==> config.mk <==
export PLATFORM = sky130hd
export DESIGN_NAME = ffra_cell
export DESIGN_NICKNAME = d
export VERILOG_FILES = /design/src/rtl/ffra_pkg.sv /design/src/rtl/ffra_cell.sv
export SDC_FILE = /design/constraint.sdc
export NUM_CORES = 1
export LEC_CHECK = 0
export BUFFER_PORTS_ARGS = -buffer_cell sky130_fd_sc_hd__buf_2
export CORE_AREA = 2 2 103 105
export CTS_CLUSTER_SIZE = 28
export DETAILED_ROUTE_END_ITERATION = 10
export DIE_AREA = 0 0 105 107
export PLACE_DENSITY_LB_ADDON = 0.3
export SYNTH_ARGS = -nofsm -noshare
export SYNTH_HDL_FRONTEND = slang
export SYNTH_SLANG_ARGS = --single-unit
export TNS_END_PERCENT = 30
==> constraint.sdc <==
create_clock -name clk -period 4 [get_ports clk]
set_input_delay 0 -clock clk [delete_from_list [all_inputs] [get_ports clk]]
set_output_delay 0 -clock clk [all_outputs]
set_load 0.05 [all_outputs]
==> src/rtl/ffra_pkg.sv <==
package ffra_pkg;

  localparam int NEED_BITS = 22;
  localparam logic [20:0] CAPACITY_RESET = 21'd1048576;

  localparam logic REG_CAPACITY = 1'b0;
  localparam logic REG_BASE     = 1'b1;

  typedef enum logic [2:0] {
    ST_OK       = 3'd0,
    ST_ZERO     = 3'd1,
    ST_NOSPACE  = 3'd2,
    ST_BADFREE  = 3'd3,
    ST_FULL     = 3'd4
  } status_t;

  typedef enum logic [1:0] {
    FN_ALLOC = 2'd0,
    FN_FREE  = 2'd1,
    FN_RESET = 2'd2,
    FN_NONE  = 2'd3
  } func_t;

  typedef enum logic [2:0] {
    S_IDLE,
    S_RND,
    S_NEED,
    S_SCAN,
    S_PICK,
    S_MR,
    S_ML,
    S_DONE
  } state_t;

  typedef enum logic [2:0] {
    CMD_HOLD,
    CMD_INIT,
    CMD_CLAIM,
    CMD_RELEASE,
    CMD_MERGE
  } cmd_kind_t;

  typedef struct packed {
    cmd_kind_t kind;
    logic      split;
    logic      alloc;
  } cell_cmd_t;

endpackage

==> src/rtl/ffra_cell.sv <==
module ffra_cell #(
  parameter int IDX         = 0,
  parameter int MAX_REGIONS = 32,
  parameter int OFFSET_BITS = 20,
  parameter int NW          = 22,
  parameter logic [OFFSET_BITS:0] RST_LEN = '0
) (
  input  logic                           clk,
  input  logic                           rst,
  input  ffra_pkg::cell_cmd_t            cmd,
  input  logic [$clog2(MAX_REGIONS)-1:0] pos,
  input  logic [NW-1:0]                  need,
  input  logic [OFFSET_BITS:0]           init_len,
  input  logic [31:0]                    base,
  input  logic [31:0]                    addr,
  input  logic                           lv,
  input  logic                           lf,
  input  logic [OFFSET_BITS-1:0]         ls,
  input  logic [OFFSET_BITS:0]           ll,
  input  logic                           rv,
  input  logic                           rf,
  input  logic [OFFSET_BITS-1:0]         rs,
  input  logic [OFFSET_BITS:0]           rl,
  output logic                           v,
  output logic                           f,
  output logic [OFFSET_BITS-1:0]         s,
  output logic [OFFSET_BITS:0]           l,
  output logic                           hit,
  output logic                           over
);

  localparam int PW = $clog2(MAX_REGIONS);
  localparam int LW = OFFSET_BITS + 1;
  localparam int CW = (LW > NW) ? LW : NW;
  localparam logic [PW:0] ID = (PW + 1)'(IDX);

  logic [CW-1:0] lenx;
  logic [CW-1:0] needx;
  logic [PW:0]   pe;

  assign lenx  = CW'(l);
  assign needx = CW'(need);
  assign pe    = {1'b0, pos};
  assign over  = lenx > needx;
  assign hit   = cmd.alloc ? (v & f & (lenx >= needx))
                           : (v & ~f & ((base + 32'(s)) == addr));

  always_ff @(posedge clk) begin
    if (rst) begin
      v <= (IDX == 0);
      f <= (IDX == 0);
      s <= '0;
      l <= (IDX == 0) ? RST_LEN : '0;
    end else begin
      case (cmd.kind)
        ffra_pkg::CMD_INIT: begin
          v <= (IDX == 0);
          f <= (IDX == 0);
          s <= '0;
          l <= (IDX == 0) ? init_len : '0;
        end
        ffra_pkg::CMD_CLAIM: begin
          if (ID == pe) begin
            l <= LW'(need);
            f <= 1'b0;
          end else if (cmd.split && ID == pe + 1'b1) begin
            v <= 1'b1;
            f <= 1'b1;
            s <= ls + OFFSET_BITS'(need);
            l <= ll - LW'(need);
          end else if (cmd.split && ID > pe + 1'b1) begin
            v <= lv;
            f <= lf;
            s <= ls;
            l <= ll;
          end
        end
        ffra_pkg::CMD_RELEASE: begin
          if (ID == pe) begin
            f <= 1'b1;
          end
        end
        ffra_pkg::CMD_MERGE: begin
          if (ID == pe) begin
            l <= l + rl;
          end else if (ID > pe) begin
            v <= rv;
            f <= rf;
            s <= rs;
            l <= rl;
          end
        end
        default: begin
        end
      endcase
    end
  end

endmodule

Word level (Yosys, flattened, before mapping)
Index checks and enable logic that the tools add are counted.
Widths: inputs -> output; s select.
- add/subtract/negate cells: 5
- magnitude comparators: 4
- equality and inequality tests: 12
- mux-type cells: 26
- bitwise operators: 5
- reduce and logical (&&, ||, !) cells: 9
- operator list (operator ; count):
    $mux 21 ; 5
    $mux 20 ; 5
    $pmux 21 s3 ; 1
    $pmux 20 s3 ; 1
    $add 32x20->32 ; 1
    $eq 32x32->1 ; 1
    $ge 21x22->1 ; 1
    $gt 21x22->1 ; 1
    $add 21x21->21 ; 1
    $sub 21x21->21 ; 1
    $add 20x20->20 ; 1
    $logic_not 6->1 ; 2
    $mux 1 ; 12
    $reduce_and 5->1 ; 2
    $ne 2x2->1 const B ; 4
    $add 5x1->6 const B ; 1
    $eq 3x2->1 const B ; 2
    $gt 1x6->1 const A ; 1
    $ne 3x3->1 const B ; 2
    $gt 1x5->1 const A ; 1
    $and 1x1->1 ; 4
    $ne 4x4->1 const B ; 1
    $pmux 1 s4 ; 1
    $reduce_bool 4->1 ; 1
    7 further kinds ; 8
- flip-flop bits (word level): 43
- bits of input ports: 205
- output and inout bits: 45
- logic and storage cells: 65

Longest topological paths before layout
Gate-level depths: netlist (run 1).
- depth in word-level cells: 7
- depth in mapped cells: 12
- mapped depth without buffers: 12

Worst setup path before layout (run 1)
No wires, ideal clock.
- path type: register to output
- start: register s[0]
- end: output port hit
- data arrival time: 3575 ps
- data required time: 4000 ps
- setup slack: 425 ps
- cell stages (with the launch flop): 12
- path buffers: 0
- cell sequence: dfxtp_1 -> ha_1 -> fa_1 -> a211oi_1 -> o211ai_1 -> and2_1 -> a221oi_1 -> mux2i_1 -> nand4b_1 -> nor4_1 -> nand4_1 -> o21ai_1
- longest elaborated chain between the ends: 4
- RTL lines (what ; line ; source):
    start, declared ; ffra_cell.sv:26 ; output logic [OFFSET_BITS-1:0] s,
    start signal, assigned ; ffra_cell.sv:69 ; s <= ls + OFFSET_BITS'(need);
    start signal, assigned ; ffra_cell.sv:74 ; s <= ls;
    start signal, assigned ; ffra_cell.sv:89 ; s <= rs;
    $add 32x20->32 ; ffra_cell.sv:46 ; : (v & ~f & ((base + 32'(s)) == addr));
    $eq 32x32->1 ; ffra_cell.sv:46 ;
    $and 1x1->1 ; ffra_cell.sv:46 ;
    $mux 1 ; ffra_cell.sv:45 ; assign hit = cmd.alloc ? (v & f & (lenx >= needx))
    end, declared ; ffra_cell.sv:28 ; output logic hit,
Every way passes these cells.

Worst setup path after layout (run 1)
Same ends and word-level chain as after synthesis.

==> results.py, run 1 <==
metrics = {
    "global_route": {
        "antenna_found_initial": 2,
        "grt_first_pass_wirelength_mm": 27.3,
        "grt_pass1_vias": 5676,
        "grt_usage_pct": 29.8,
        "grt_start_max_net_pins": 32,
        "overflow": 0,
    },
    "synth": {
        "syn_area_per_cell_sq_um": 7.43,
        "synth_flop_cell": "dfxtp_1",
        "yosysUniqueCellTypes": 65,
        "netlist_area_sq_mm": 0.00510,
        "ys_async_sr_fraction_pct": 0,
        "syn_inst": 687,
        "yosys_warnings": 0,
        "syn-num-nets": 955,
        "ys_ff_latch": 43,
        "synth_seq_area_share_pct": 16.9,
        "synth-edff-count": 0,
    },
    "routing": {
        "drt_pass1_iterations": 5,
        "wirelength_mm": 17.1,
        "wl_per_cell_um": 17.0,
        "dr_total_vias": 5974,
        "ant_nets": 0,
        "drtIter0Drc": 419,
        "drc": 0,
        "via_per_inst": 5.93,
    },
    "power_and_ir_drop": {
        "leakagePower_uw": 0.00328,
        "peakVddDrop_mv": 0.129,
        "p_per_area_mw_per_mm2": 198,
        "finalPower_uw": 1250,
    },
    "final_layout": {
        "num_antenna_cells": 0,
        "drive_above_1_share_pct": 25.2,
        "nNetsFinal": 1139,
        "synthToLayoutAreaGrowth_pct": 23.5,
        "fin_area_sq_mm": 0.00630,
    },
    "timing": {
        "relSlewSlack_pct": 38.3,
        "rsz0062_at_grt": "no",
        "fin_skew_ns": 0.00438,
        "period_share_pct": 95.0,
        "final_hold_viol_count": 0,
        "tns_ns": 0,
        "setup-violations-final": 0,
        "slew_viol_final": 0,
        "layout_min_cycle_time_ns": 3.80,
        "worst_pin_slew_ns": 0.922,
        "max_freq_mhz": 263,
    },
    "floorplanning": {
        "die_h_um": 107,
        "core_sq_mm": 0.0101,
        "dieArea_sq_mm": 0.0112,
        "core.rowCount": 37,
        "die_x_um": 105,
        "start_util_pct": 50.6,
        "io-pin-count": 250,
    },
    "clock_tree": {
        "cts_root_buffer": "clkbuf_8",
        "numCtsBuffers": 5,
        "cts.sinks": 43,
        "clk_path_buf_depth": 2,
        "path_clk_slew_ns": 0.09,
        "clk_latency_ns": 0.31,
        "tritoncts": "done",
        "htree_levels": 2,
    },
    "worst_hold_path": {
        "hp-class": "in -> reg",
    },
    "placed_design": {
        "place_area_sq_mm": 0.00619,
        "place_congestion": 0.967,
        "port_buffers": 192,
        "hpwlAfterDp_mm": 13.5,
    },
    "setup_path": {
        "start_kind": "flop",
        "required_ns": 4.00,
        "critPathKind": "reg -> out",
        "cp_max_fo": 3,
        "setup.worst_path.end_class": "output pin",
        "arrival_ns": 3.80,
    },
    "status": {
        "status": "finished, final reports clean",
    },
    "flow_run": {
        "maxCapViolations": 0,
    },
}
report_power, final:
| group | leakage (uW) | internal [uW] | switching [uW] | total, uW |
|---|---|---|---|---|
| logic | 0.00289 | 208 | 290 | 498 |
| registers | 0.000349 | 439 | 14.3 | 454 |
| clock network | 0.0000412 | 123 | 174 | 297 |
| total | 0.00328 | 770 | 479 | 1250 |
cell usage in the layout, fill, tap and decap left out, types with 32 or more instances in the layout:
cell / count
xnor2_1: 34
nand2_1: 58
inv_1: 33
a21oi_1: 72
a21o_1: 32
ha_1: 61
dfxtp_1: 43
o21ai_0: 50
nor2_1: 56
buf_2: 192
per-layer routing:
| metal | GRT usage [%] | wire length (um) | up-vias |
|---|---|---|---|
| met5 | 0 | 27 | - |
| met4 | 9.90 | 426 | 4 |
| met3 | 4.80 | 1300 | 34 |
| met2 | 51.1 | 7960 | 271 |
| met1 | 38.1 | 7380 | 2763 |
| li1 | - | - | 2902 |
final cells by class:
| cell class | count | area (sq um) |
|---|---|---|
| fillers | 1008 | 3790 |
| clock buffers | 6 | 72.6 |
| clock inverters | 2 | 12.5 |
| repair buffers | 199 | 1020 |
| flip-flops and latches | 43 | 861 |
| inverters | 33 | 124 |
| multi-input cells | 589 | 4040 |
| well taps | 136 | 170 |
worst max-delay path, stage by stage (launching register included):
cell and delay [ns]:
dfxtp_1 0.34, ha_1 0.22, fa_1 0.44, a211oi_1 0.37, o211ai_1 0.19, and2_1 0.22
a221oi_2 0.31, mux2i_1 0.23, nand4b_1 0.12, nor4_1 0.45, nand4_1 0.15, o21ai_1 0.16
buf_2 0.28
stage by stage:
stage                     setup WS (ns)  utilization, %  hold WS (ns)  instances
after floorplan                   0.425               -        0.0721        687
after global placement            0.571            61.3         0.265        998
after detailed placement          0.506            61.3         0.281        998
after CTS                         0.137            62.4       0.00269       1008
after global routing            0.00855            62.4        0.0190       1008
final                             0.202            62.4       0.00866       1008
what timing repair did:
action,4_1_cts,5_1_grt
hold buffers,2,0
resized for setup,0,1
endpoints found under the setup margin,0,1
buffers inserted,0,0
hold endpoints to repair,2,0
final timing paths:
path | endpoint | slack [ns] | start | cells past startpoint
max | hit | 0.20 | s[0]$_SDFFE_PP0P_ | 12
min | l[12]$_SDFFE_PP0P_ | 0.009 | init_len[12] | 3
max reg2reg | l[19]$_SDFFE_PP0P_ | 1.07 | l[1]$_SDFFE_PP0P_ | 10
min reg2reg | s[4]$_SDFFE_PP0P_ | 0.51 | s[4]$_SDFFE_PP0P_ | 1
cells in the mapped netlist, types with 3 or more instances:
cell        n  share of area [%]
a21oi_1    72                7.1
ha_1       61                 15
nand2_1    58                4.3
nor2_1     56                4.1
o21ai_0    50                4.9
dfxtp_1    43                 17
xnor2_1    34                5.8
inv_1      33                2.4
a21o_1     32                4.7
and3_1     27                3.3
xor2_1     27                4.6
clkbuf_1   22                1.6
nand3_1    14                1.4
nor3_1     12                1.2
a211oi_1   11                1.6
nand4_1    10                1.2
a221oi_1    9                1.5
and2_1      8               0.98
nor2b_1     7               0.86
nand2b_1    6               0.74
nor4_1      5               0.61
o211ai_1    5               0.74
o21bai_1    5               0.74
o22ai_1     5               0.61
or3_1       5               0.61
a31oi_1     4               0.49
and4_1      4               0.69
mux2i_1     4               0.78
or2_2       4               0.49
a2111oi_0   3               0.51
a211o_1     3               0.51
a311oi_1    3               0.51
o31ai_1     3               0.44
flip-flops by register name, summed over array words and instances, names as in the netlist:
signal  flops
f           1
l          21
s          20
v           1
cells by family (layout without fill, tap and decap cells):
| family | Yosys count | after routing | synth area share (%) |
|---|---|---|---|
| AO/OA/AOI/OAI | 230 | 230 | 29.0 |
| buffers and inverters | 55 | 240 | 4.04 |
| flip-flops | 43 | 43 | 16.9 |
| adder cells (fa/ha/maj) | 63 | 63 | 15.7 |
| XOR/XNOR | 61 | 61 | 10.5 |
| multiplexers | 6 | 6 | 1.23 |
| AND/OR/NAND/NOR | 229 | 229 | 22.6 |
Note: power is estimated with default switching activity, not from simulation.
==> run 2: changes to the inputs <==
--- a/config.mk
+++ b/config.mk
@@ -6,4 +6,5 @@
 export NUM_CORES = 1
 export LEC_CHECK = 0
+export ABC_CLOCK_PERIOD_IN_PS = 4000
 export BUFFER_PORTS_ARGS = -buffer_cell sky130_fd_sc_hd__buf_2
 export CORE_AREA = 2 2 103 105
@@ -15,3 +16,2 @@
 export SYNTH_HDL_FRONTEND = slang
 export SYNTH_SLANG_ARGS = --single-unit
-export TNS_END_PERCENT = 30
==> constraint.sdc (replaced) <==
create_clock -name clk -period 4 [get_ports clk]
set_input_delay 0 -clock clk [delete_from_list [all_inputs] [get_ports clk]]
set_output_delay 0 -clock clk [all_outputs]
set_load 0.01 [all_outputs]
==> results.py, run 2 (synthesized netlist as in run 1, its figures left out) <==
metrics = {
    "floorplanning": {
        "core.rowCount": 37,
        "start_util_pct": 50.6,
        "io-pin-count": 250,
        "core_sq_mm": 0.0101,
        "dieArea_sq_mm": 0.0112,
        "die_h_um": 107,
        "die_x_um": 105,
    },
    "global_route": {
        "grt_pass1_vias": 5594,
        "antenna_found_initial": 2,
        "grt_first_pass_wirelength_mm": 27.1,
        "grt_usage_pct": 29.8,
        "overflow": 0,
        "grt_start_max_net_pins": 32,
    },
    "routing": {
        "wl_per_cell_um": 17.1,
        "via_per_inst": 5.97,
        "drc": 0,
        "ant_nets": 0,
        "dr_total_vias": 6013,
        "drtIter0Drc": 391,
        "drt_pass1_iterations": 8,
        "wirelength_mm": 17.2,
    },
    "setup_path": {
        "slowest_stage": "fa_1",
        "path_delay_family": "compound AO/OA/AOI/OAI gates",
        "start_kind": "flop",
        "critical-path-max-stage-delay_ns": 0.44,
        "setup.worst_path.end_class": "output pin",
        "required_ns": 4.00,
        "path_cells": "ha_1 -> fa_1 -> a211oi_1 -> o211ai_1 -> and2_1 -> a221oi_2 -> mux2i_1 -> nand4b_1 -> nor4_1 -> nand4_1 -> o21ai_1 -> buf_2",
        "cp_num_buf_inv": 1,
        "critPathKind": "reg -> out",
        "arrival_ns": 3.63,
        "cp_max_fo": 3,
    },
    "power_and_ir_drop": {
        "finalPower_uw": 1270,
        "p_per_area_mw_per_mm2": 200,
        "leakagePower_uw": 0.00330,
        "peakVddDrop_mv": 0.119,
    },
    "clock_tree": {
        "clk_path_buf_depth": 2,
        "cts_root_buffer": "clkbuf_8",
        "path_clk_slew_ns": 0.09,
        "htree_levels": 2,
        "cts.sinks": 43,
        "post-cts-setup-buffer-count": 0,
        "clk_latency_ns": 0.31,
        "numCtsBuffers": 5,
        "tritoncts": "done",
    },
    "final_layout": {
        "fillers": 922,
        "largest_register": "l",
        "final_core_util_pct": 62.7,
        "fin_area_sq_mm": 0.00633,
        "nNetsFinal": 1140,
        "drive_above_1_share_pct": 25.1,
        "largest_reg_flops": 21,
        "final_cell_mix": "192 x buf_2, 72 x a21oi_1, 61 x ha_1, 58 x nand2_1, 56 x nor2_1",
        "fin_cells": 1008,
        "num_antenna_cells": 0,
        "largest_registers": "l (21), s (20)",
        "synthToLayoutAreaGrowth_pct": 24.0,
        "layout_commonest_cell": "buf_2",
    },
    "timing": {
        "max_freq_mhz": 275,
        "period_share_pct": 90.8,
        "worst_pin_slew_ns": 0.980,
        "layout_min_cycle_time_ns": 3.63,
        "slew_viol_final": 0,
        "rsz0062_at_grt": "no",
        "setup-violations-final": 0,
        "final_hold_viol_count": 0,
        "relSlewSlack_pct": 34.4,
        "tns_ns": 0,
        "fin_skew_ns": 0.00551,
    },
    "placed_design": {
        "place_congestion": 0.984,
        "hpwlAfterDp_mm": 13.6,
        "port_buffers": 192,
        "dpl.cell_count": 998,
        "place_area_sq_mm": 0.00619,
    },
    "status": {
        "status": "finished, final reports clean",
    },
    "worst_hold_path": {
        "hp-class": "in -> reg",
    },
    "flow_run": {
        "maxCapViolations": 0,
    },
}
## run 2: cell types whose count changed in the layout (fill, tap and decap cells not counted), sizes merged
| cell | before | now |
|---|---|---|
| bufinv | 0 | 1 |
| clkinv | 1 | 0 |
| clkinvlp | 1 | 0 |
| dlygate4sd3 | 2 | 3 |
## run 2: final cells by class
cell class                      count  area (sq um)  area share [%]
Timing Repair Buffer              200          1030            16.2
Inverter                           33           124            1.96
Clock inverter                      1          30.0           0.474
Clock buffer                        6          72.6            1.15
Multi-Input combinational cell    589          4040            63.9
Tap cell                          136           170            2.69
Sequential cell                    43           861            13.6
## run 2: stage by stage
stage | hold WS [ns] | worst slack [ns]
6_report | 0.0224 | 0.368
5_1_grt | 0.0410 | 0.122
2_1_floorplan | 0.0721 | 1.16
4_1_cts | 0.00856 | 0.237
3_3_place_gp | 0.267 | 0.701
3_5_place_dp | 0.270 | 0.609
## run 2: power by group
group / internal, uW / switching, uW / total [uW]
clock: 183 / 165 / 349
combinational: 208 / 256 / 465
sequential: 439 / 14.4 / 454
## run 2: what timing repair did
action | 4_1_cts | 5_1_grt
hold buffers | 3 | 0
resized for setup | 0 | 1
endpoints found under the hold margin | 3 | 0
endpoints found under the setup margin | 0 | 1
## run 2: worst reg2reg max path, delay by kind of cell (launching register included)
kind / cells / cell delay [ns]
AOI/OAI and AO/OA: 8 / 1.96
xor gates and xnor gates: 1 / 0.19
adders and majority gates: 1 / 0.26
DFF: 1 / 0.41
## run 2: worst paths after layout
path / startpoint / to / slack [ns] / cells after the start
worst max-delay path: s[0]$_SDFFE_PP0P_ / hit / 0.37 / 12
worst min-delay path: init_len[2] / l[2]$_SDFFE_PP0P_ / 0.02 / 3
worst max register to register: l[1]$_SDFFE_PP0P_ / l[19]$_SDFFE_PP0P_ / 1.06 / 10
worst min register to register: s[0]$_SDFFE_PP0P_ / s[0]$_SDFFE_PP0P_ / 0.51 / 1
## run 2: routing by layer
layer	global-route usage, %	vias up	wire length (um)	part of all wire (%)
li1	-	2911	-	-
met1	38.0	2758	7270	42
met2	51.1	294	8090	47
met3	5.53	46	1480	8.6
met4	9.24	4	382	2.2
met5	0	-	27	0.16
